**config.mk**
```make
export PLATFORM = sky130hd
export DESIGN_NAME = mpsm_ram
export DESIGN_NICKNAME = d
export VERILOG_FILES = /design/src/rtl/mpsm_ram.sv
export SDC_FILE = /design/constraint.sdc
export NUM_CORES = 2
export LEC_CHECK = 0
export ABC_AREA = 1
export BUFFER_PORTS_ARGS = -buffer_cell sky130_fd_sc_hd__buf_4
export CAP_MARGIN = 20
export CORE_MARGIN = 2
export CORE_UTILIZATION = 40
export DETAILED_ROUTE_END_ITERATION = 16
export GPL_TIMING_DRIVEN = 0
export PLACE_DENSITY = 0.62
export SETUP_SLACK_MARGIN = 0.2
export SYNTH_ARGS = -nofsm -noshare
export SYNTH_HDL_FRONTEND = slang
export SYNTH_SLANG_ARGS = --single-unit
```
**constraint.sdc**
```tcl
create_clock -name i_clk -period 1.8 [get_ports i_clk]
set_clock_uncertainty 0.05 [all_clocks]
set_input_delay 0.09 -clock i_clk [delete_from_list [all_inputs] [get_ports i_clk]]
set_output_delay 0.09 -clock i_clk [all_outputs]
set_load 0.01 [all_outputs]
```
**src/rtl/mpsm_ram.sv**
```systemverilog
// Generic simple dual-port RAM with registered read
`default_nettype none
module mpsm_ram #(
    parameter int WIDTH = 8,
    parameter int DEPTH = 256,
    localparam int AW = $clog2(DEPTH)
) (
    input  wire logic             i_clk,
    input  wire logic             i_we,
    input  wire logic [AW-1:0]    i_waddr,
    input  wire logic [WIDTH-1:0] i_wdata,
    input  wire logic [AW-1:0]    i_raddr,
    output logic      [WIDTH-1:0] o_rdata
);
    logic [WIDTH-1:0] r_mem [DEPTH];

    always_ff @(posedge i_clk) begin
        if (i_we) begin
            r_mem[i_waddr] <= i_wdata;
        end
        o_rdata <= r_mem[i_raddr];
    end
endmodule
`default_nettype wire

```
Yosys cells after proc, flatten, opt, wreduce, memory -nomap -nowiden --
Memories as Yosys holds them, arrays and structs flattened. A register that Yosys moved wholly into a read port is not among the register bits. Cells that the tools add are included.
Storage, ports and cells: RAM bits 2048, bits in registers 0, output and inout port bits 8, bits of input ports 26, memories kept 1, logic and storage cells 3
Memory list:
- r_mem | words 256, bits a word 8, rd ports 1, clocked after memory_dff 1, wr ports 1, line 15 | logic [WIDTH-1:0] r_mem [DEPTH];
Cells by class: muxes and demuxes 2
Operators by type and width (number):
- two-way mux 1 bit | 2

Depth between registers and ports, before layout --
word-level depth 2, mapped depth 15, mapped depth without buffers 11

Worst setup path before layout --
No wires, ideal clock.
path kind input to register, start input port i_we, end memory r_mem[162][0] (enable), path slack 0.169 ns, data required time 1.380 ns, stages on the path 4, library setup time 0.370 ns, buffers on the path 2, arrival 1.211 ns, cells stage by stage clkbuf_1 nand3_1 clkbuf_1 nor2_1
On the way: word-level cells in the longest chain between the ends 2
Ends and longest elaborated chain:
- start, declared | line 9 | input wire logic i_we,
- two-way mux 1 bit | line 18 | if (i_we) begin
- two-way mux 1 bit (implied by the code) | line 19 | r_mem[i_waddr] <= i_wdata;
- end, declared | line 15
No other way between the ends.

==> run metrics <==
Detail Route Antenna Nets 0; DP HPWL 253000 um; Seq/Total Area, Yosys 73.9%; cell internal pwr 78000 uW; GPL Wtd Cong 1.05; Via density 6.08; maximum VDD drop 0.000806 V; most frequent cell after synthesis nand2_1; CP required 2.53 ns; Adder-Cell Fraction of Synth Area 0%; CP Class input pin to register; synth warn 0; Setup crit start kind input pin; dpl cell area 88500 um2; CTS tree done; Worst Hold Slack 0.0264 ns; combinational share of power 8.6%; fmax 499 MHz; Chip Height 461 um; Syn Area/Cell 11.9 um2; crit path cell chain buf_2 > buf_2 > clkdlybuf4s15_2 > nand3_1 > nand3_1 > nand3_1 > nand3_1 > nand3_2 > nand2_1 > nand2_1 > nand2_2; most frequent cell on the critical path nand3_1; worst skew pair latency 0.90 ns; Buf+Inv Stages, Crit Path 3; Total Routing Usage GR 34.1%; simple-gate share of the synthesized area 22.9%; drt total wl 367000 um; Rel. slew slack 4.56%; global-route wire length before repair 488000 um; Main synth FF type edfxtp_1; cts bufs inserted 207; Max Buffers Root-to-Sink 3; FP Rows 167; Cells after Synth 7003; Least-Margin Pin Slew 1.43 ns; DIE AREA 212000 um2; violated checks setup timing; Hold Crit Class input pin to register; number of synthesized flops with an enable pin 2048; RSZ-0062 raised after global routing true; asr flop ratio synth 0%; area leader, netlist edfxtp_1; Mapped Nets 7029; crit share post-route 111%; clock network power share 40.8%; power per cell area 1060 nW/um2; Pins Over Slew Limit 0; compound-cell area share of the yosys netlist 0%; final setup violating endpoints 8; cell area after synthesis 83400 um2; initial DRC count 11000; sw frac 25.2%; minimum clock period 2.00 ns; total number of vias 62700; Die Wd 461 um; Area contributors post-synth edfxtp_1, nand3_1, nand2_1, buf_2, nor2_1; Sink Count 2056; total power draw 104000 uW; Worst EP arrival 2.73 ns; Worst Setup End Kind register; Fillers 18400; Starting Density 40.3%; vias in the first global route 57400; share of cells above drive strength 1 17.1%; setup TNS -1.14 ns; Cell variety after synth 14; Syn-to-layout area delta 18.3%; Placed Cells 9897; Port Buf Inserts 26; post-DR wirelength/cell 35.6 um; Final Cell Area 98600 um2; P_sw 26300 uW; top post-synthesis cells by count nand2_1, edfxtp_1, nand3_1; Yosys top cell area share 73.7%; Non-Filler Instances 10300; PnR worst setup slack -0.203 ns; antenna violations before repair 17; Core ar. 207000 um2; Max FO, Critical Path 10; Seq pwr share 50.6%; multiplexer share of the synthesized area 0%; number of synthesized register bits 2056; H-tree Lvls 4; Slowest Stage Delay on Critical Path 0.65 ns; xor/xnor share of the synthesized area 0%; DR pass1 iterations 9; final hold vios 0; status finished, violations left; main combinational cell family by area after synthesis simple AND/OR/NAND/NOR gates; grt total ovfl 0; slowest CP cell clkdlybuf4s15_2; Worst-path clk slew 0.06 ns; largest net degree at the start of global routing 149; drt drc 0; Leak 0.0342 uW; max cap viols 0; num ports 34; Top delay family on crit path buffers and inverters; fin nets 7368; CTS Root Cell clkbuf_16
## final cells by class
cell class	count	area, um2	area share [%]
clock inverter	121	1080	1.09
tap	2788	3490	3.54
multi-input combinational	4425	21900	22.2
inverter	39	149	0.151
clock buffer	262	5440	5.51
timing repair buffer	130	1760	1.79
sequential	2056	61700	62.5
antenna	4	10.0	0.0101
buffer	483	3120	3.16
## power by group through the flow
stage	combinational, uW	sequential, uW	clock (uW)
finish	9030	52800	42500
global route	9110	52800	44100
CTS	8390	52800	42400
detailed placement	7910	53800	0
global placement	7620	53900	0
floorplan	3260	53800	0
## worst paths after layout
| check | startpoint | end | slack [ns] | cells after the start |
|---|---|---|---|---|
| max | i_raddr[2] | o_rdata[3]$_DFF_P_ | -0.20 | 11 |
| max reg2reg | r_mem[102][1]$_DFFE_PP_ | o_rdata[1]$_DFF_P_ | -0.08 | 10 |
| min | i_waddr[2] | r_mem[156][7]$_DFFE_PP_ | 0.03 | 5 |
| min reg2reg | r_mem[16][5]$_DFFE_PP_ | o_rdata[5]$_DFF_P_ | 1.12 | 10 |
## sequential cells by signal, indices dropped and copies added, names as in the netlist
register,flops
o_rdata,8
r_mem,2048
## layout by cell type, fill, tap and decap left out, types with 16 or more instances in the layout
master	netlist	final
nand2_1	2123	2105
edfxtp_1	2048	2048
nand3_1	2019	1794
clkbuf_16	0	207
buf_2	268	179
nand3_2	0	174
nor2_4	0	138
buf_4	46	136
clkbuf_1	112	85
nor2_1	283	74
nor2_2	0	71
buf_6	16	62
clkbuf_2	0	51
nand3_4	0	51
clkinv_1	0	47
clkinv_2	0	41
clkbuf_4	0	39
buf_8	1	38
inv_1	36	36
clkdlybuf4s15_2	0	18
buf_16	0	18
dlygate4sd3_1	0	16
## worst min-delay path: cells and delay by family
kind,cells,cell delay [ns]
and+or+nand+nor,3,0.33
buffers and inverters,2,0.34
## cells by family (layout without fill, tap and decap cells)
family / Yosys count / count (layout)
buffers and inverters: 522 / 1035
and+or+nand+nor: 4425 / 4425
DFF: 2056 / 2056
other: 0 / 4
## layer usage
metal / GRT usage, % / vias to the layer above / share of wire [%]
met5: 0 / - / 0.017
met4: 20.0 / 10 / 7.0
met1: 46.1 / 31400 / 38
met3: 9.41 / 880 / 13
met2: 49.2 / 4864 / 42
li1: - / 25600 / -
## timing repair
item | 4_1_cts | 5_1_grt
endpoints found under the setup margin | 1534 | 1202
hold endpoints to repair | 1282 | 3
pin swaps | 43 | 30
resized for setup | 568 | 343
hold buffers | 14 | 2
buffers inserted | 1 | 0
## stage by stage
stage                     worst slack, ns  util (%)
after floorplan                     0.169         -
after global placement              -3.03      42.1
after detailed placement            -1.97      42.7
after CTS                          -0.105      46.9
after global routing              -0.0854      47.6
final                              -0.203      47.6
No activity file was read; power rests on OpenSTA's default activity.
